## config.mk

```make
export PLATFORM = sky130hd
export DESIGN_NAME = ema_anomaly_detector_hysteresis
export DESIGN_NICKNAME = d
export VERILOG_FILES = /design/src/rtl/core/ead_pkg.sv /design/src/rtl/core/ead_csr.sv /design/src/rtl/core/ead_dp.sv /design/src/rtl/core/ead_ctrl.sv /design/src/rtl/core/ema_anomaly_detector_hysteresis.sv
export SDC_FILE = /design/constraint.sdc
export NUM_CORES = 1
export LEC_CHECK = 0
export ABC_CLOCK_PERIOD_IN_PS = 9300
export CORE_MARGIN = 5
export CORE_UTILIZATION = 50
export DETAILED_ROUTE_END_ITERATION = 10
export DONT_BUFFER_PORTS = 1
export PLACE_DENSITY = 0.63
export SYNTH_ARGS = -nofsm -noshare
export SYNTH_HDL_FRONTEND = slang
export SYNTH_SLANG_ARGS = --single-unit
```

## constraint.sdc

```tcl
create_clock -name clock -period 9.3 [get_ports clock]
set_input_delay 1.395 -clock clock [delete_from_list [all_inputs] [get_ports clock]]
set_output_delay 1.395 -clock clock [all_outputs]
set_load 0.01 [all_outputs]
```

## src/rtl/core/ead_pkg.sv

```systemverilog
// ----------------------------------------------------------------------------
// ead_pkg - shared types and constants of the EMA anomaly detector
// Step codes, mode and event codes, register indexes and saturation helper.
// ----------------------------------------------------------------------------
package ead_pkg;

   // Mode codes
   localparam logic [1:0] MODE_INIT   = 2'd0;
   localparam logic [1:0] MODE_NORMAL = 2'd1;
   localparam logic [1:0] MODE_ALERT  = 2'd2;

   // Event codes
   localparam logic [1:0] EVT_NONE    = 2'd0;
   localparam logic [1:0] EVT_RAISED  = 2'd1;
   localparam logic [1:0] EVT_CLEARED = 2'd2;

   // Register indexes
   localparam logic [2:0] REG_ALPHA_TEMP      = 3'd0;
   localparam logic [2:0] REG_ERR_GAIN        = 3'd1;
   localparam logic [2:0] REG_K_SENSITIVITY   = 3'd2;
   localparam logic [2:0] REG_MIN_THRESHOLD   = 3'd3;
   localparam logic [2:0] REG_HYSTERESIS_FRAC = 3'd4;

   localparam logic [15:0] TEMP_AVERAGE_RESET = 16'd5120;
   localparam logic [8:0]  GAIN_ONE           = 9'd256;

   // Datapath step codes issued by the controller
   typedef enum logic [3:0] {
      STEP_NONE   = 4'd0,
      STEP_LOAD   = 4'd1,
      STEP_KE     = 4'd2,
      STEP_AT     = 4'd3,
      STEP_AA     = 4'd4,
      STEP_HY     = 4'd5,
      STEP_BE     = 4'd6,
      STEP_BA     = 4'd7,
      STEP_COMMIT = 4'd8
   } step_type;

   typedef struct packed {
      step_type step;
   } cmd_type;

   typedef struct packed {
      logic [8:0]  alpha_temp;
      logic [8:0]  err_gain;
      logic [11:0] k_sensitivity;
      logic [15:0] min_threshold;
      logic [8:0]  hysteresis_frac;
   } cfg_type;

   // Saturate a value to 16 bits
   function automatic logic [15:0] sat16(input logic [19:0] v);
      sat16 = (v[19:16] != 4'd0) ? 16'hFFFF : v[15:0];
   endfunction

   // Gains above one act as one
   function automatic logic [8:0] clamp_gain(input logic [8:0] g);
      clamp_gain = g[8] ? GAIN_ONE : g;
   endfunction

endpackage

```

## src/rtl/core/ead_csr.sv

```systemverilog
// ----------------------------------------------------------------------------
// ead_csr - configuration registers
// Holds the five gain and threshold registers written over the csr channel.
// ----------------------------------------------------------------------------
module ead_csr (
   input  logic             clock,
   input  logic             reset,
   input  logic             csr_valid,
   output logic             csr_ready,
   input  logic [2:0]       csr_index,
   input  logic [15:0]      csr_data,
   output ead_pkg::cfg_type cfg
);

   ead_pkg::cfg_type cfg_ff, cfg_in;

   assign csr_ready = 1'b1;
   assign cfg       = cfg_ff;

   // Decode the write
   always_comb begin
      cfg_in = cfg_ff;
      if (csr_valid) begin
         case (csr_index)
            ead_pkg::REG_ALPHA_TEMP:      cfg_in.alpha_temp      = csr_data[8:0];
            ead_pkg::REG_ERR_GAIN:        cfg_in.err_gain        = csr_data[8:0];
            ead_pkg::REG_K_SENSITIVITY:   cfg_in.k_sensitivity   = csr_data[11:0];
            ead_pkg::REG_MIN_THRESHOLD:   cfg_in.min_threshold   = csr_data;
            ead_pkg::REG_HYSTERESIS_FRAC: cfg_in.hysteresis_frac = csr_data[8:0];
            default: ;
         endcase
      end
   end

   always_ff @(posedge clock) begin
      if (reset) begin
         cfg_ff.alpha_temp      <= 9'd26;
         cfg_ff.err_gain        <= 9'd26;
         cfg_ff.k_sensitivity   <= 12'd768;
         cfg_ff.min_threshold   <= 16'd512;
         cfg_ff.hysteresis_frac <= 9'd205;
      end else begin
         cfg_ff <= cfg_in;
      end
   end

endmodule

```

## src/rtl/core/ead_dp.sv

```systemverilog
// ----------------------------------------------------------------------------
// ead_dp - datapath of the EMA anomaly detector
// One shared 16x12 multiplier stepped by the controller, the detector state
// and the result payload register.
// ----------------------------------------------------------------------------
module ead_dp (
   input  logic             clock,
   input  logic             reset,
   input  ead_pkg::cmd_type cmd,
   input  ead_pkg::cfg_type cfg,
   input  logic [7:0]       temperature,
   output logic [1:0]       mode_now,
   output logic [1:0]       alert_event,
   output logic [7:0]       latched_temp,
   output logic [7:0]       temp_reported,
   output logic [15:0]      average_out
);

   // Detector state
   logic [1:0]  mode_ff, mode_in;
   logic [15:0] ta_ff, ta_in;
   logic [15:0] ea_ff, ea_in;
   logic [15:0] lat_ff, lat_in;

   // Working registers of one item
   logic [7:0]  t_ff;
   logic [15:0] err_ff;
   logic [27:0] prod_ff;
   logic [15:0] thr_ff;
   logic [15:0] acc_ff;
   logic [15:0] nta_ff;
   logic [15:0] clr_ff;

   // Result payload
   logic [1:0]  out_mode_ff;
   logic [1:0]  out_evt_ff;
   logic [7:0]  out_lat_ff;
   logic [7:0]  out_t_ff;
   logic [15:0] out_avg_ff;

   logic [8:0]  ga, gb, gh;
   logic [15:0] tq, tq_t;
   logic [15:0] mul_a;
   logic [11:0] mul_b;
   logic [15:0] prod_hi;
   logic [15:0] blend_sum;
   logic [15:0] nea;
   logic [1:0]  evt_in;

   assign ga   = ead_pkg::clamp_gain(cfg.alpha_temp);
   assign gb   = ead_pkg::clamp_gain(cfg.err_gain);
   assign gh   = ead_pkg::clamp_gain(cfg.hysteresis_frac);
   assign tq   = {temperature, 8'd0};
   assign tq_t = {t_ff, 8'd0};

   // Product >> 8, saturated (only the scaled error average can exceed 16 bits)
   assign prod_hi   = ead_pkg::sat16(prod_ff[27:8]);
   assign blend_sum = ead_pkg::sat16({3'd0, {1'b0, acc_ff} + {1'b0, prod_hi}});
   assign nea       = blend_sum;

   // Select multiplier operands for this step
   always_comb begin
      mul_a = 16'd0;
      mul_b = 12'd0;
      case (cmd.step)
         ead_pkg::STEP_KE: begin
            mul_a = ea_ff;
            mul_b = cfg.k_sensitivity;
         end
         ead_pkg::STEP_AT: begin
            mul_a = tq_t;
            mul_b = {3'd0, ga};
         end
         ead_pkg::STEP_AA: begin
            mul_a = ta_ff;
            mul_b = {3'd0, ead_pkg::GAIN_ONE - ga};
         end
         ead_pkg::STEP_HY: begin
            mul_a = thr_ff;
            mul_b = {3'd0, gh};
         end
         ead_pkg::STEP_BE: begin
            mul_a = err_ff;
            mul_b = {3'd0, gb};
         end
         ead_pkg::STEP_BA: begin
            mul_a = ea_ff;
            mul_b = {3'd0, ead_pkg::GAIN_ONE - gb};
         end
         default: ;
      endcase
   end

   // Decide the mode transition at commit
   always_comb begin
      mode_in = mode_ff;
      ta_in   = ta_ff;
      ea_in   = ea_ff;
      lat_in  = lat_ff;
      evt_in  = ead_pkg::EVT_NONE;
      case (mode_ff)
         ead_pkg::MODE_NORMAL: begin
            if (err_ff > thr_ff) begin
               mode_in = ead_pkg::MODE_ALERT;
               lat_in  = ta_ff;
               evt_in  = ead_pkg::EVT_RAISED;
            end else begin
               ea_in = nea;
            end
            ta_in = nta_ff;
         end
         ead_pkg::MODE_ALERT: begin
            if (err_ff < clr_ff) begin
               mode_in = ead_pkg::MODE_NORMAL;
               evt_in  = ead_pkg::EVT_CLEARED;
               ea_in   = nea;
            end
            ta_in = nta_ff;
         end
         default: begin
            // Seeding step
            ta_in   = tq_t;
            ea_in   = 16'd0;
            mode_in = ead_pkg::MODE_NORMAL;
         end
      endcase
   end

   // Detector state: update on commit only
   always_ff @(posedge clock) begin
      if (reset) begin
         mode_ff <= ead_pkg::MODE_INIT;
         ta_ff   <= ead_pkg::TEMP_AVERAGE_RESET;
         ea_ff   <= 16'd0;
         lat_ff  <= 16'd0;
      end else if (cmd.step == ead_pkg::STEP_COMMIT) begin
         mode_ff <= mode_in;
         ta_ff   <= ta_in;
         ea_ff   <= ea_in;
         lat_ff  <= lat_in;
      end
   end

   // Working registers and payload
   always_ff @(posedge clock) begin
      case (cmd.step)
         ead_pkg::STEP_LOAD: begin
            t_ff   <= temperature;
            err_ff <= (tq >= ta_ff) ? tq - ta_ff : ta_ff - tq;
         end
         ead_pkg::STEP_AT: begin
            thr_ff <= ead_pkg::sat16({3'd0, {1'b0, prod_hi} + {1'b0, cfg.min_threshold}});
         end
         ead_pkg::STEP_AA: acc_ff <= prod_hi;
         ead_pkg::STEP_HY: nta_ff <= blend_sum;
         ead_pkg::STEP_BE: clr_ff <= prod_hi;
         ead_pkg::STEP_BA: acc_ff <= prod_hi;
         ead_pkg::STEP_COMMIT: begin
            out_mode_ff <= mode_in;
            out_evt_ff  <= evt_in;
            out_lat_ff  <= lat_in[15:8];
            out_t_ff    <= t_ff;
            out_avg_ff  <= ta_in;
         end
         default: ;
      endcase
      if (cmd.step == ead_pkg::STEP_KE || cmd.step == ead_pkg::STEP_AT ||
          cmd.step == ead_pkg::STEP_AA || cmd.step == ead_pkg::STEP_HY ||
          cmd.step == ead_pkg::STEP_BE || cmd.step == ead_pkg::STEP_BA) begin
         prod_ff <= mul_a * mul_b;
      end
   end

   assign mode_now      = out_mode_ff;
   assign alert_event   = out_evt_ff;
   assign latched_temp  = out_lat_ff;
   assign temp_reported = out_t_ff;
   assign average_out   = out_avg_ff;

endmodule

```

## src/rtl/core/ead_ctrl.sv

```systemverilog
// ----------------------------------------------------------------------------
// ead_ctrl - step sequencer of the EMA anomaly detector
// Accepts an item, walks the datapath through its multiply steps and commits
// once the result register is free.
// ----------------------------------------------------------------------------
module ead_ctrl (
   input  logic             clock,
   input  logic             reset,
   input  logic             req_tvalid,
   output logic             req_tready,
   output logic             rsp_tvalid,
   input  logic             rsp_tready,
   output ead_pkg::cmd_type cmd
);

   typedef enum logic [7:0] {
      ST_IDLE   = 8'b0000_0001,
      ST_KE     = 8'b0000_0010,
      ST_AT     = 8'b0000_0100,
      ST_AA     = 8'b0000_1000,
      ST_HY     = 8'b0001_0000,
      ST_BE     = 8'b0010_0000,
      ST_BA     = 8'b0100_0000,
      ST_COMMIT = 8'b1000_0000
   } state_type;

   state_type state_ff, state_in;
   logic      rsp_valid_ff, rsp_valid_in;
   logic      out_free;

   assign out_free   = !rsp_valid_ff || rsp_tready;
   assign req_tready = (state_ff == ST_IDLE);
   assign rsp_tvalid = rsp_valid_ff;

   // Sequence the steps
   always_comb begin
      state_in     = state_ff;
      cmd.step     = ead_pkg::STEP_NONE;
      rsp_valid_in = rsp_valid_ff && !rsp_tready;
      case (state_ff)
         ST_IDLE: begin
            if (req_tvalid) begin
               cmd.step = ead_pkg::STEP_LOAD;
               state_in = ST_KE;
            end
         end
         ST_KE: begin
            cmd.step = ead_pkg::STEP_KE;
            state_in = ST_AT;
         end
         ST_AT: begin
            cmd.step = ead_pkg::STEP_AT;
            state_in = ST_AA;
         end
         ST_AA: begin
            cmd.step = ead_pkg::STEP_AA;
            state_in = ST_HY;
         end
         ST_HY: begin
            cmd.step = ead_pkg::STEP_HY;
            state_in = ST_BE;
         end
         ST_BE: begin
            cmd.step = ead_pkg::STEP_BE;
            state_in = ST_BA;
         end
         ST_BA: begin
            cmd.step = ead_pkg::STEP_BA;
            state_in = ST_COMMIT;
         end
         ST_COMMIT: begin
            // Hold until the result register is free
            if (out_free) begin
               cmd.step     = ead_pkg::STEP_COMMIT;
               rsp_valid_in = 1'b1;
               state_in     = ST_IDLE;
            end
         end
         default: state_in = ST_IDLE;
      endcase
   end

   always_ff @(posedge clock) begin
      if (reset) begin
         state_ff     <= ST_IDLE;
         rsp_valid_ff <= 1'b0;
      end else begin
         state_ff     <= state_in;
         rsp_valid_ff <= rsp_valid_in;
      end
   end

endmodule

```

## src/rtl/core/ema_anomaly_detector_hysteresis.sv

```systemverilog
// ----------------------------------------------------------------------------
// ema_anomaly_detector_hysteresis - adaptive threshold temperature detector
// Usage:
//   req channel: one 8-bit temperature sample per item (req_tdata).
//   rsp channel: one result per item; rsp_tuser carries mode and event,
//   rsp_tdata the latched average byte, the echoed sample and the updated
//   temperature average in Q8.8.
//   csr channel: register writes, always ready; write only while idle.
//   The result is offered once its commit step has run: the sample and its
//   error are loaded at the accepting edge, six steps of the single shared
//   16x12 multiplier follow, then a commit step that holds while a result waits.
//   The multiplier chain sets the rate: a new item is taken only once the
//   last one is committed, since req_tready is high only between items.
//   Reset clears the mode to init, the temperature average to 20.0, the
//   error average and latched average to zero, and loads the register
//   defaults. When the receiver stalls, the result waits in its output
//   register; the next item is still accepted and worked, and its commit
//   holds until the waiting result is taken.
// ----------------------------------------------------------------------------
module ema_anomaly_detector_hysteresis (
   input  logic        clock,
   input  logic        reset,
   input  logic        req_tvalid,
   output logic        req_tready,
   input  logic [7:0]  req_tdata,   // [7:0] temperature
   output logic        rsp_tvalid,
   input  logic        rsp_tready,
   output logic [31:0] rsp_tdata,   // [7:0] latched_temp, [15:8] temp_reported,
                                    // [31:16] average_out
   output logic [3:0]  rsp_tuser,   // [1:0] mode_now, [3:2] alert_event
   input  logic        csr_valid,
   output logic        csr_ready,
   input  logic [2:0]  csr_index,
   input  logic [15:0] csr_data
);

   ead_pkg::cmd_type cmd;
   ead_pkg::cfg_type cfg;
   logic [1:0]       mode_now;
   logic [1:0]       alert_event;
   logic [7:0]       latched_temp;
   logic [7:0]       temp_reported;
   logic [15:0]      average_out;

   ead_csr u_csr (
      .clock     (clock),
      .reset     (reset),
      .csr_valid (csr_valid),
      .csr_ready (csr_ready),
      .csr_index (csr_index),
      .csr_data  (csr_data),
      .cfg       (cfg)
   );

   ead_ctrl u_ctrl (
      .clock      (clock),
      .reset      (reset),
      .req_tvalid (req_tvalid),
      .req_tready (req_tready),
      .rsp_tvalid (rsp_tvalid),
      .rsp_tready (rsp_tready),
      .cmd        (cmd)
   );

   ead_dp u_dp (
      .clock         (clock),
      .reset         (reset),
      .cmd           (cmd),
      .cfg           (cfg),
      .temperature   (req_tdata),
      .mode_now      (mode_now),
      .alert_event   (alert_event),
      .latched_temp  (latched_temp),
      .temp_reported (temp_reported),
      .average_out   (average_out)
   );

   // Pack the result
   assign rsp_tdata = {average_out, temp_reported, latched_temp};
   assign rsp_tuser = {alert_event, mode_now};

endmodule

```

Yosys cells after proc, flatten, opt, wreduce, memory -nomap -nowiden --
Index checks and enable logic that the tools add are counted.
Word-level totals: register bits after elaboration 266, latch bits 0, bits in writable memories 0, bits in read-only memories 0, input port bits 32, word-level logic and storage cells 110, memories 0
Operators by class: add/subtract/negate cells 6, multipliers 1, div/mod/pow operators 0, $lt $le $gt $ge 3, equal/unequal tests 26, shift-type cells 0, mux-type cells 28, bitwise gates (word level) 0, reductions and logical operators 22
Operators with widths (count):
- 16-bit 2-to-1 mux | 8
- 16-bit case mux with 5 select lines | 1
- 12-bit case mux with 6 select lines | 1
- 8-bit case mux with 8 select lines | 1
- 16-bit by 16-bit adder with 17-bit output | 2
- 16-bit case mux with 2 select lines | 1
- 4-bit case mux with 8 select lines | 1
- 16-bit subtractor | 2
- 16-bit by 12-bit multiplier with 28-bit output | 1
- 9-bit 2-to-1 mux | 3
- 9-bit subtractor, first input constant | 2
- 4-bit by 3-bit == test with 1-bit output, second input constant | 4
- 16-bit greater-or-equal comparator | 1
- 16-bit > comparator | 1
- 16-bit < comparator | 1
- 8-bit 2-to-1 mux | 2
- 2-bit AND reduction | 6
- 4-bit by 2-bit == test with 1-bit output, second input constant | 2
- 8-bit by 1-bit == test with 1-bit output, second input constant | 1
- 8-bit by 2-bit == test with 1-bit output, second input constant | 1
- 8-bit by 3-bit == test with 1-bit output, second input constant | 1
- 8-bit by 4-bit == test with 1-bit output, second input constant | 1
- 8-bit by 5-bit == test with 1-bit output, second input constant | 1
- 8-bit by 6-bit == test with 1-bit output, second input constant | 1
- other kinds (22) | 40

Longest topological paths before layout --
Gate-level depths: netlist (run 1).
depth after elaboration 10, mapped depth 33

Cells and area by module --
A second synthesis (run 1) with hierarchy kept.
Unflattened totals: cell total of the unflattened synthesis 1893, area, all modules 18944.4 sq um
By module, submodules not included:
- ead_dp | times used 1, cells an instance 1622, area each 16183.0 sq um
- ead_csr | times used 1, cells an instance 216, area each 2272.2 sq um
- ead_ctrl | times used 1, cells an instance 55, area each 489.2 sq um

Worst setup path after synthesis (run 1) --
OpenSTA, ideal clock, no wires.
path kind reg2reg, start reg u_ctrl.state_ff[7], end reg u_dp.prod_ff[25], data pin, library setup time 258 ps, data arrival time 7203 ps, required time 9042 ps, path slack 1839 ps, cell stages (with the launch flop) 30, cell sequence dfxtp_1 -> nor4_4 -> nand4b_4 -> buf_6 -> clkbuf_1 -> a21oi_1 -> ha_1 -> nand4_2 -> xnor2_1 -> and2_1 -> or3b_4 -> buf_6 -> nand2_1 -> fa_1 -> fa_1 -> inv_1 -> fa_1 -> fa_1 -> inv_1 -> fa_1 -> inv_1 -> ha_1 -> nor2b_1 -> o21ai_0 -> nand2b_1 -> a22o_1 -> a211oi_2 -> o211ai_2 -> a211o_1 -> xnor2_1
Between the ends: longest elaborated chain between the ends 6, elaborated cells between the ends (all ways) 19, those cells by class 1 x mul; 14 x eq/ne; 3 x mux; 1 x reduce/logical
Ends and longest elaborated chain:
- from (decl) | line ead_ctrl.sv:27 | state_type state_ff, state_in;
- from (signal assigned) | line ead_ctrl.sv:88 | state_ff <= state_in;
- 8-bit == test (tied with other cells) | line ead_ctrl.sv:40 | case (state_ff)
- 4-bit case mux with 8 select lines (*) | line ead_ctrl.sv:40
- 4-bit by 3-bit == test with 1-bit output or 4-bit by 2-bit == test with 1-bit output (tied branches) | line ead_dp.sv:65 | case (cmd.step)
- 2-bit OR reduction (no line)
- 16-bit case mux with 5 select lines | line ead_dp.sv:65
- 16-bit by 12-bit multiplier with 28-bit output (*) | line ead_dp.sv:170 | prod_ff <= mul_a * mul_b;
- to (signal assigned) | line ead_dp.sv:170
- to (decl) | line ead_dp.sv:28 | logic [27:0] prod_ff;
Mark *: on every way between the ends. The rest lies on a longest branch, timed or not. A chain may end at the register's enable or synchronous reset.

Worst setup path in the final report (run 1) --
start reg u_ctrl.state_ff[7], end reg u_dp.prod_ff[27], data pin
The elaborated chain is that of the path after synthesis.

==> summary.txt, run 1 <==
Total Wirelength - 48,530 um
Area of the multi-input gates - 10,840 um^2
Slew margin rel. - 19.25%
Post-CTS setup buffer count - 0
Synth async-reset ratio - 0%
H-tree levels - 1
Mean area per synthesized cell - 9.611 um^2
Critical path fanouts, max - 24
Maximum clock rate - 0.1221 GHz
Bufs on Longest Clock Path - 3
Initial DRC count - 1,156
Syn nets - 2,237
Worst R2R Setup Slack - 1.11 ns
Via/cell ratio - 5.730
Core Footprint - 36,520 um^2
Fin Setup TNS - 0 ns
Seq/Total Area, Yosys - 34.93%
Clk Latency, worst-skew pair - 0.57 ns
First-pass GRT wire length - 76,130 um
Die width - 202.1 um
Hold_buf cts - 0
Largest net degree at the start of global routing - 89
# IOs - 71
Mapped Area - 18,450 um^2
Endpoints failing setup - 0
Final Util - 54.14%
Min cycle time layout - 8.192 ns
Placed instance area - 18,850 um^2
Nets@finish - 2,206
Crit start category - flop
First-pass detailed-route iteration total - 7
FF-to-FF path depth - 26
Final Hold Vio Count - 0
Clock Sinks - 250
Die footprint - 40,850 um^2
Clock Tree Root - clkbuf_16
Post-synth EDFFs - 144
Die Ht - 202.1 um
Share of cells above drive strength 1 - 5.183%
Detailed Place HPWL - 37,280 um
Initial antenna violation count - 0
WS Path Type - flop to flop
Crit end category - flop
Number of global-route vias before repair - 13.41k
Slew Limit Fails - 0
Initial Util - 50.53%
Grt total ovfl - 0
Unrepaired setup endpoints after global routing - false
FF+latch count, synth - 250
Total GRT Usage - 23.57%
Fillers - 3,267
Worst-Margin Slew - 1.207 ns
Number of max-cap violations - 0
Area Overhead vs Synth - 7.146%
Yosys cell types - 83
Ys flop type - edfxtp_1
Outcome - finished clean
Input/output buffers - 0
Residual DRC count - 0
TritonCTS clock tree - yes
CTS buffer count - 28
Row cnt - 70
Worst VDD drop - 0.0001806 V
# diodes - 0
Hold Crit Class - flop to flop
Clk_skew - 0.02215 ns
Hold path depth - 2
Total number of vias - 13.63k
CP Data Arrival Time - 8.51 ns
YS warnings - 0
Final period utilization - 88.09%
Final GP Congestion - 0.8981
# resized after CTS - 0
Pleak - 8.592 nW
Routed WL per cell - 20.41 um
Required time of the critical path - 9.61 ns
Fin area - 19,770 um^2
PD cells - 124.2 nW/um^2
Cells after synthesis - 1,920
DRT antenna net count - 0
Clock slew at reported path FFs - 0.06 ns
FF+latch area - 6446 um^2
flip-flops by register name, indices dropped and copies added (netlist names), 8 cells and up:
name and cells:
u_dp.nta_ff 16, u_dp.err_ff 16, u_dp.thr_ff 16, u_dp.acc_ff 16, u_dp.average_out 16, u_dp.ta_ff 16, u_ctrl.state_ff 8, u_dp.prod_ff 20
u_dp.t_ff 8, u_dp.clr_ff 16, u_dp.temp_reported 8, u_dp.latched_temp 8, u_csr.cfg 55, u_dp.lat_ff 8, u_dp.ea_ff 16
per-layer routing:
metal	global-route usage [%]	part of all wire [%]
met5	0	0
met4	7.105	3.4
met3	4.957	8.2
met1	34.18	45
met2	35.83	44
path summary, 6_finish.rpt:
check | start | to
worst max-delay path | u_ctrl.state_ff[7]$_SDFFE_PP0P_ | u_dp.prod_ff[27]$_DFFE_PP_
worst max register to register | u_ctrl.state_ff[7]$_SDFFE_PP0P_ | u_dp.prod_ff[27]$_DFFE_PP_
worst min register to register | u_csr.cfg[31]$_SDFFE_PP0P_ | u_csr.cfg[31]$_SDFFE_PP0P_
worst min-delay path | u_csr.cfg[31]$_SDFFE_PP0P_ | u_csr.cfg[31]$_SDFFE_PP0P_
synth_stat cells (all sizes together), types with 4 or more instances:
library cell    n  area, um^2
a211o           7       61.31
a21o           38       285.3
a21oi         122       614.3
a221o           8       80.08
a221oi          8       70.07
a22o           29       254.0
a22oi          18       140.1
a31oi          20       146.4
and2           39       244.0
and3           16       105.1
and4            4       35.03
and4b           4       40.04
buf            16       96.34
clkbuf         62       232.7
dfxtp         106        2122
edfxtp        144        4324
fa            142        2843
ha            143        1789
inv           226       848.3
mux2           10       112.6
mux2i          15       150.1
nand2         369        1385
nand2b         28       175.2
nand3          20       105.1
nand3b         14       105.1
nand4          13       87.58
nand4b          5       58.80
nor2           72       270.3
nor2b          28       175.2
nor3           10       55.05
nor3b           8       60.06
nor4            5       58.80
o211ai          4       35.03
o21a           10       75.07
o21ai          39       195.2
o21bai         11       82.58
o31ai           4       35.03
or2             4       25.03
or3             4       25.02
xnor2          39       341.6
xor2           27       236.5
placed cells by master (no fill, tap or decap), types with 5 or more instances in the layout:
master	n
nor3_1	9
nand3_1	19
xnor2_1	39
nand3b_1	14
and3_1	15
a22oi_1	17
o21ai_1	5
nand4_1	12
a221o_1	8
a22o_1	29
edfxtp_1	144
o21ai_0	34
a31oi_1	18
clkbuf_16	31
a21oi_1	121
buf_4	17
nand2b_1	28
dfxtp_1	106
mux2i_1	15
ha_1	143
inv_1	225
nor3b_1	8
and2_1	36
clkbuf_1	5
o21bai_1	11
a21o_1	38
a211o_1	7
nand2_1	369
a221oi_1	8
mux2_2	10
o21a_1	10
xor2_1	27
fa_1	142
nor2b_1	28
nor2_1	72
critical path, stage by stage (launching register included):
cell	delay, ns
dfxtp_1	0.35
nor4_4	0.46
nand4b_4	0.38
mux2i_1	0.42
ha_1	0.33
nand4_2	0.15
xnor2_1	0.16
and2_1	0.17
nor3b_1	0.75
nor2_1	0.17
fa_1	0.45
inv_1	0.09
fa_1	0.40
fa_1	0.49
inv_1	0.05
fa_1	0.51
fa_1	0.44
ha_1	0.34
a21oi_1	0.17
nor2b_1	0.06
o21ai_0	0.21
nand2b_1	0.15
a22o_1	0.24
a2111o_1	0.43
a31oi_1	0.31
o31ai_2	0.13
xnor2_1	0.13
through the flow:
stage | worst slack, ns | cells | hold WS, ns | power, W
2_1_floorplan | 1.839 | 1920 | 0.4294 | 0.001320
3_3_place_gp | 1.388 | 2327 | 0.4375 | 0.001353
3_5_place_dp | 1.214 | 2327 | 0.4410 | 0.001356
4_1_cts | 1.188 | 2378 | 0.4492 | 0.002468
5_1_grt | 0.6489 | 2378 | 0.4659 | 0.002531
6_report | 1.108 | 2378 | 0.4535 | 0.002456
power by group:
part / internal [W] / leakage, nW / switching, W
Clock: 0.000651 / 0.459 / 0.000469
Combinational: 0.0000513 / 5.93 / 0.0000802
Sequential: 0.00119 / 2.21 / 0.0000187
cell type report:
| class | count | area share (%) |
|---|---|---|
| clock buffer | 39 | 4.195 |
| clock inverter | 12 | 0.4619 |
| inverter | 227 | 4.309 |
| multi-input combinational | 1365 | 54.83 |
| sequential | 250 | 32.60 |
| tap | 468 | 2.961 |
| timing repair buffer | 17 | 0.6454 |
cell families (layout without fill, tap and decap cells):
kind of cell	after synthesis	in the layout	synth area share, %
xor+xnor	66	66	3.132
compound gates	342	342	12.52
simple gates	646	646	16.48
flops	250	250	34.93
fa+ha+maj	285	285	25.10
mux	25	25	1.424
other cells	1	1	0.02032
buf+inv	305	295	6.400
Power figures use the tool's default switching activity.
==> run 2: changes to the inputs <==
- CELL_PAD_IN_SITES_DETAIL_PLACEMENT: not set -> 2
- CELL_PAD_IN_SITES_GLOBAL_PLACEMENT: not set -> 2
- CORE_UTILIZATION: 50 -> 42
- PLACE_DENSITY: 0.63 -> 0.79
==> summary.txt, run 2 (same netlist as run 1, synthesis figures left out) <==
Outcome - finished clean
Commonest non-fill, non-tap cell in the layout - nand2_1
TritonCTS clock tree - yes
# diodes - 0 (unchanged)
Final GP Congestion - 0.9047 (+0.73%)
Hold Crit Class - flop to flop
Grt total ovfl - 0 (unchanged)
Post-CTS setup buffer count - 0 (unchanged)
Maximum clock rate - 0.1167 GHz (-4.4%)
Pleak - 8.579 nW (-0.15%)
Routed WL per cell - 25.72 um (+26%)
WS Path Type - flop to flop
Min cycle time layout - 8.572 ns (+0.3798 ns)
Total Wirelength - 64,270 um (+32%)
DRT antenna net count - 0 (unchanged)
Number of max-cap violations - 0 (unchanged)
Residual DRC count - 0 (unchanged)
Initial antenna violation count - 1 (+1)
Die width - 219.6 um (+8.7%)
Total power - 0.002407 W (-2.0%)
GRT met2 Usage - 47.54% (+12 points)
First-pass detailed-route iteration total - 5 (-2)
Endpoints failing setup - 0 (unchanged)
Die Ht - 219.6 um (+8.7%)
Commonest non-fill, non-tap cells in the layout - nand2_1, inv_1, edfxtp_1
Row cnt - 76 (+8.6%)
Max incr delay on CP - 0.81 ns (+0.06 ns)
Nets@finish - 2,211 (+0.23%)
Slew margin rel. - 22.20% (+3.0 points)
WHS Endpoint - u_csr.cfg[28]$_SDFFE_PP0P_
Crit start category - flop
Total number of vias - 14.42k (+5.8%)
Slew Limit Fails - 0 (unchanged)
Dpl cells - 2,450 (+5.3%)
Via/cell ratio - 5.770 (+0.70%)
H-tree levels - 1 (unchanged)
Grt peak-use layer - met2
First-pass GRT wire length - 99,420 um (+31%)
# IOs - 71 (unchanged)
Initial DRC count - 849 (-27%)
Largest net degree at the start of global routing - 89 (unchanged)
Fillers - 4,596 (+41%)
Worst R2R Start - u_ctrl.state_ff[7]$_SDFFE_PP0P_
GR Util met1 - 35.20% (+1.0 points)
Total GRT Usage - 26.77% (+3.2 points)
Grt met3 use - 2.844% (-2.1 points)
Critical path fanouts, max - 24 (unchanged)
Initial Util - 42.65% (-7.9 points)
Final Hold Vio Count - 0 (unchanged)
Hold_buf cts - 0 (unchanged)
Hold Crit Start - u_csr.cfg[28]$_SDFFE_PP0P_
CP max-delay cell - nor3b_1
Crit end category - flop
Required time of the critical path - 9.59 ns (-0.02 ns)
FF-to-FF path depth - 26 (unchanged)
Reg2reg end - u_dp.prod_ff[27]$_DFFE_PP_
Share of cells above drive strength 1 - 5.329% (+0.15 points)
Input/output buffers - 0 (unchanged)
Clk_skew - 0.01046 ns (-0.01168 ns)
Detailed Place HPWL - 49,250 um (+32%)
Clock Sinks - 250 (unchanged)
# resized after CTS - 0 (unchanged)
Area Overhead vs Synth - 7.811%
Worst-Margin Slew - 1.167 ns (-0.03989 ns)
CP Data Arrival Time - 8.87 ns (+0.36 ns)
Final period utilization - 92.17% (+4.1 points)
Final cell count without fillers - 2,499 (+5.1%)
Fin Setup TNS - 0 ns (unchanged)
Die footprint - 48,230 um^2 (+18%)
Hold path depth - 2 (unchanged)
Worst R2R Setup Slack - 0.73 ns (-0.38 ns)
Unrepaired setup endpoints after global routing - false
Core Footprint - 43,270 um^2 (+18%)
Max reg flops - 55 (unchanged)
Clock Tree Root - clkbuf_16
Clk Latency, worst-skew pair - 0.55 ns (-0.02 ns)
Worst VDD drop - 0.0001197 V (-34%)
Clock slew at reported path FFs - 0.07 ns (about the same)
Number of global-route vias before repair - 16.30k (+22%)
Bufs on Longest Clock Path - 3 (unchanged)
CTS buffer count - 27 (-3.6%)
PD cells - 121.0 nW/um^2 (-2.6%)
Most used cell, CP - fa_1
[run 2: stage by stage]
step | util [%] | hold slack (ns) | cell area (um^2) | setup slack [ns]
after floorplan | - | 0.4294 | 18450 | 1.839
after global placement | 44.03 | 0.4369 | 19050 | 1.257
after detailed placement | 44.03 | 0.4477 | 19050 | 0.8282
after CTS | 45.98 | 0.4564 | 19900 | 0.8085
after global routing | 45.98 | 0.4762 | 19900 | 0.2248
final | 45.98 | 0.4612 | 19900 | 0.7278
[run 2: final cells by class]
class                           count  area [um^2]  share of cell area (%)
Tap cell                          585        732.0                   3.679
Sequential cell                   250         6446                   32.40
Inverter                          227        852.1                   4.283
Timing Repair Buffer               23        172.7                  0.8679
Multi-Input combinational cell   1365        10850                   54.53
Clock buffer                       41        798.3                   4.012
Clock inverter                      8        45.04                  0.2264
[run 2: worst max-delay path by stage]
stage	depth (start not counted)	from	slack [ns]	end
after floorplan	29	u_ctrl.state_ff[7]$_SDFFE_PP0P_	1.84	u_dp.prod_ff[25]$_DFFE_PP_
after global placement	25	u_ctrl.state_ff[7]$_SDFFE_PP0P_	1.26	u_dp.prod_ff[27]$_DFFE_PP_
after detailed placement	25	u_ctrl.state_ff[7]$_SDFFE_PP0P_	0.83	u_dp.prod_ff[27]$_DFFE_PP_
after CTS	25	u_ctrl.state_ff[7]$_SDFFE_PP0P_	0.81	u_dp.prod_ff[27]$_DFFE_PP_
after global routing	25	u_ctrl.state_ff[7]$_SDFFE_PP0P_	0.22	u_dp.prod_ff[26]$_DFFE_PP_
final	26	u_ctrl.state_ff[7]$_SDFFE_PP0P_	0.73	u_dp.prod_ff[27]$_DFFE_PP_
[run 2: per-layer routing]
layer | part of all wire (%) | vias up
met3 | 4.5 | 97
met1 | 43 | 7537
met2 | 50 | 391
met5 | 0 | -
li1 | - | 6394
met4 | 2.7 | 0
[run 2: worst max-delay path, delay by kind of cell (launching register included)]
family	cells	cell delay [ns]
xor gates and xnor gates	2	0.30
AOI/OAI and AO/OA	6	1.59
adders and majority gates	7	3.02
buffers and inverters	2	0.17
DFF	1	0.36
and+or+nand+nor	8	2.45
muxes	1	0.42
[run 2: power breakdown]
part	leakage (nW)	internal [W]	switching, W
clock	0.415	0.000591	0.000465
sequential	2.21	0.00119	0.0000206
combinational	5.96	0.0000529	0.0000928
total	8.58	0.00183	0.000578
==> run 3: changes to the inputs <==
- ABC_AREA: not set -> 1
- CORE_UTILIZATION: 42 -> 40
- PLACE_DENSITY: 0.79 -> 0.8
- SLEW_MARGIN: not set -> 20
- SYNTH_HIERARCHICAL: not set -> 1
==> summary.txt, run 3 <==
Outcome - finished clean
Endpoints failing setup - 0 (unchanged)
Worst-Margin Slew - 1.073 ns (-0.09417 ns)
Die Ht - 231.3 um (+5.3%)
Reg2reg end - u_dp/prod_ff[27]$_DFFE_PP_
Synth async-reset ratio - 0% (unchanged)
Min cycle time layout - 8.388 ns (-0.1844 ns)
Clk_skew - 0.01756 ns (+0.007092 ns)
Post-CTS setup buffer count - 0 (unchanged)
Synth Area in Simple Gates - 22.38% (+5.9 points)
Core Footprint - 48,650 um^2 (+12%)
Hold Crit Start - u_dp/t_ff[4]$_DFFE_PN_
WS Path Type - flop to flop
Post-synthesis mux area share - 0% (-1.4 points)
Residual DRC count - 0 (unchanged)
Max incr delay on CP - 0.67 ns (-0.14 ns)
Crit path launch - u_ctrl/state_ff[7]$_SDFFE_PP0P_
FF-to-FF path depth - 34 (+31%)
Final GP Congestion - 0.9078 (+0.34%)
FF+latch area - 6446 um^2 (unchanged)
Row cnt - 81 (+6.6%)
Die footprint - 53,480 um^2 (+11%)
Yosys top cell by area - edfxtp_1
Hold_buf cts - 0 (unchanged)
Synth Area in Compound Gates - 9.022% (-3.5 points)
Grt total ovfl - 0 (unchanged)
Synth top cells by count - nand2_1, inv_1, nor2_1
Mean area per synthesized cell - 8.072 um^2 (-16%)
Share of cells above drive strength 1 - 5.979% (+0.65 points)
Slew margin rel. - 28.48% (+6.3 points)
Total number of vias - 16.68k (+16%)
Top cells by area, synth - edfxtp_1, fa_1, dfxtp_1
Crit start category - flop
Routed WL per cell - 23.02 um (-10%)
Area share of the largest cell type after synthesis - 22.08% (-1.4 points)
Worst R2R Start - u_ctrl/state_ff[7]$_SDFFE_PP0P_
Initial antenna violation count - 0 (-1)
H-tree levels - 1 (unchanged)
Bufs on Longest Clock Path - 3 (unchanged)
Post-synthesis adder-cell area fraction - 23.65% (-1.4 points)
Hold path depth - 0 (-2)
Count leader, synth - nand2_1
TritonCTS clock tree - yes
Initial Util - 40.25% (-2.4 points)
Initial DRC count - 854 (+0.59%)
CP max-delay cell - nor2_1
Clock Tree Root - clkbuf_16
# resized after CTS - 0 (unchanged)
Unrepaired setup endpoints after global routing - false
First-pass detailed-route iteration total - 5 (unchanged)
Nets@finish - 2,736 (+24%)
Hold Crit Class - flop to flop
CP Data Arrival Time - 8.73 ns (-0.14 ns)
Final Hold Vio Count - 0 (unchanged)
Syn nets - 2,743 (+23%)
Largest net degree at the start of global routing - 56 (-37%)
Ys flop type - edfxtp_1
Total GRT Usage - 26.38% (-0.39 points)
Fillers - 5,543 (+21%)
Fin Setup TNS - 0 ns (unchanged)
Number of max-cap violations - 0 (unchanged)
Commonest non-fill, non-tap cell in the layout - nand2_1
Number of global-route vias before repair - 18.78k (+15%)
Max reg flops - 55 (unchanged)
Worst path depth - 34 (+31%)
First-pass GRT wire length - 109,500 um (+10%)
Clock Sinks - 250 (unchanged)
Seq/Total Area, Yosys - 32.92% (-2.0 points)
Critical path fanouts, max - 13 (-46%)
PD cells - 122.9 nW/um^2 (+1.6%)
Crit end category - flop
Cells after synthesis - 2,426 (+26%)
Total power - 0.002611 W (+8.5%)
Commonest non-fill, non-tap cells in the layout - nand2_1, inv_1, nor2_1
Pleak - 9.735 nW (+13%)
Area Overhead vs Synth - 8.536%
# IOs - 71 (unchanged)
Worst VDD drop - 0.0001715 V (+43%)
Worst Setup EP - u_dp/prod_ff[27]$_DFFE_PP_
Maximum clock rate - 0.1192 GHz (+2.2%)
Worst R2R Setup Slack - 0.91 ns (+0.18 ns)
Detailed Place HPWL - 56,810 um (+15%)
XOR/XNOR share of the synthesized area - 2.192% (-0.94 points)
Most used cell, CP - nand2_1
Min Hold Slack - 0.4654 ns (+0.004265 ns)
CP Buf/Inv Count - 4 (+2)
Required time of the critical path - 9.64 ns (+0.05 ns)
Total Wirelength - 70,560 um (+9.8%)
FF+latch count, synth - 250 (unchanged)
Slew Limit Fails - 0 (unchanged)
Final period utilization - 90.19% (-2.0 points)
YS warnings - 6 (+6)
DRT antenna net count - 0 (unchanged)
Mapped Area - 19,580 um^2 (+6.1%)
Yosys cell types - 56 (-33%)
Input/output buffers - 0 (unchanged)
Clock slew at reported path FFs - 0.07 ns (about the same)
Via/cell ratio - 5.443 (-5.7%)
Die width - 231.3 um (+5.3%)
Post-synth EDFFs - 144 (unchanged)
Clk Latency, worst-skew pair - 0.60 ns (+0.05 ns)
CTS buffer count - 29 (+7.4%)
Area of the multi-input gates - 11,250 um^2 (+3.7%)
CP top delay family - adder cells
Largest family of logic cells by synthesized area - adder cells
## run 3: cell count changes after synthesis, moves of 28 or more
cell	previous run	this run
nand2b_1	28	0
a22o_1	29	0
nor2_1	72	242
a21o_1	38	6
nand3_1	19	137
inv_1	225	417
and2_1	36	6
o21ai_0	34	99
clkbuf_1	62	30
nand2_1	369	552
nor2b_1	28	0
## run 3: final cells by class
cell class                      instances  area share (%)
Tap cell                              622           3.662
Multi-Input combinational cell       1676           52.94
Clock buffer                           33           3.485
Inverter                              441           7.788
Sequential cell                       250           30.33
Antenna cell                            1         0.01177
Timing Repair Buffer                   21          0.7417
Clock inverter                         21           1.042
## run 3: worst min-delay path by stage
stage,endpoint,slack (ns)
floorplan,u_dp/temp_reported[3]$_DFFE_PP_,0.43
global placement,u_dp/temp_reported[5]$_DFFE_PP_,0.44
detailed placement,u_dp/temp_reported[4]$_DFFE_PP_,0.45
CTS,u_dp/temp_reported[5]$_DFFE_PP_,0.47
global route,u_dp/temp_reported[4]$_DFFE_PP_,0.48
finish,u_dp/temp_reported[4]$_DFFE_PP_,0.47
## run 3: cell families after synthesis
| group | count (synthesis) |
|---|---|
| and+or+nand+nor | 1029 |
| buffers and inverters | 500 |
| xor gates and xnor gates | 49 |
| DFF | 250 |
| AOI/OAI and AO/OA | 312 |
| other | 1 |
| adders and majority gates | 285 |
## run 3: through the flow
| step | util (%) | std cells | instance area [um^2] | setup slack, ns |
|---|---|---|---|---|
| after detailed placement | 41.70 | 3010 | 20290 | 0.4448 |
| final | 43.69 | 3065 | 21250 | 0.9122 |
| after global placement | 41.70 | 3010 | 20290 | 0.7204 |
| after floorplan | - | 2426 | 19580 | 1.866 |
| after CTS | 43.68 | 3064 | 21250 | 0.9719 |
| after global routing | 43.69 | 3064 | 21250 | 0.4194 |
## run 3: routing by layer
layer / vias to the layer above / share of wire, % / track usage [%] / routed length (um)
met3: 122 / 4.1 / 2.793 / 2879
met4: 0 / 4.3 / 9.584 / 3057
li1: 7717 / - / - / -
met5: - / 0 / 0 / 0
met1: 8474 / 42 / 32.73 / 29480
met2: 369 / 50 / 47.55 / 35140
## run 3: worst reg2reg max path, delay by kind of cell (launching register included)
kind	cells	cell delay [ns]
AO/OA/AOI/OAI	5	1.18
adder cells (fa/ha/maj)	7	3.15
buffers and inverters	4	0.23
flip-flops	1	0.42
AND/OR/NAND/NOR	18	3.14
## run 3: report_power, final
part           internal [W]  leakage (nW)  switching (W)
registers           0.00119          2.10      0.0000265
clock network      0.000665         0.473       0.000511
logic             0.0000658          7.16       0.000150
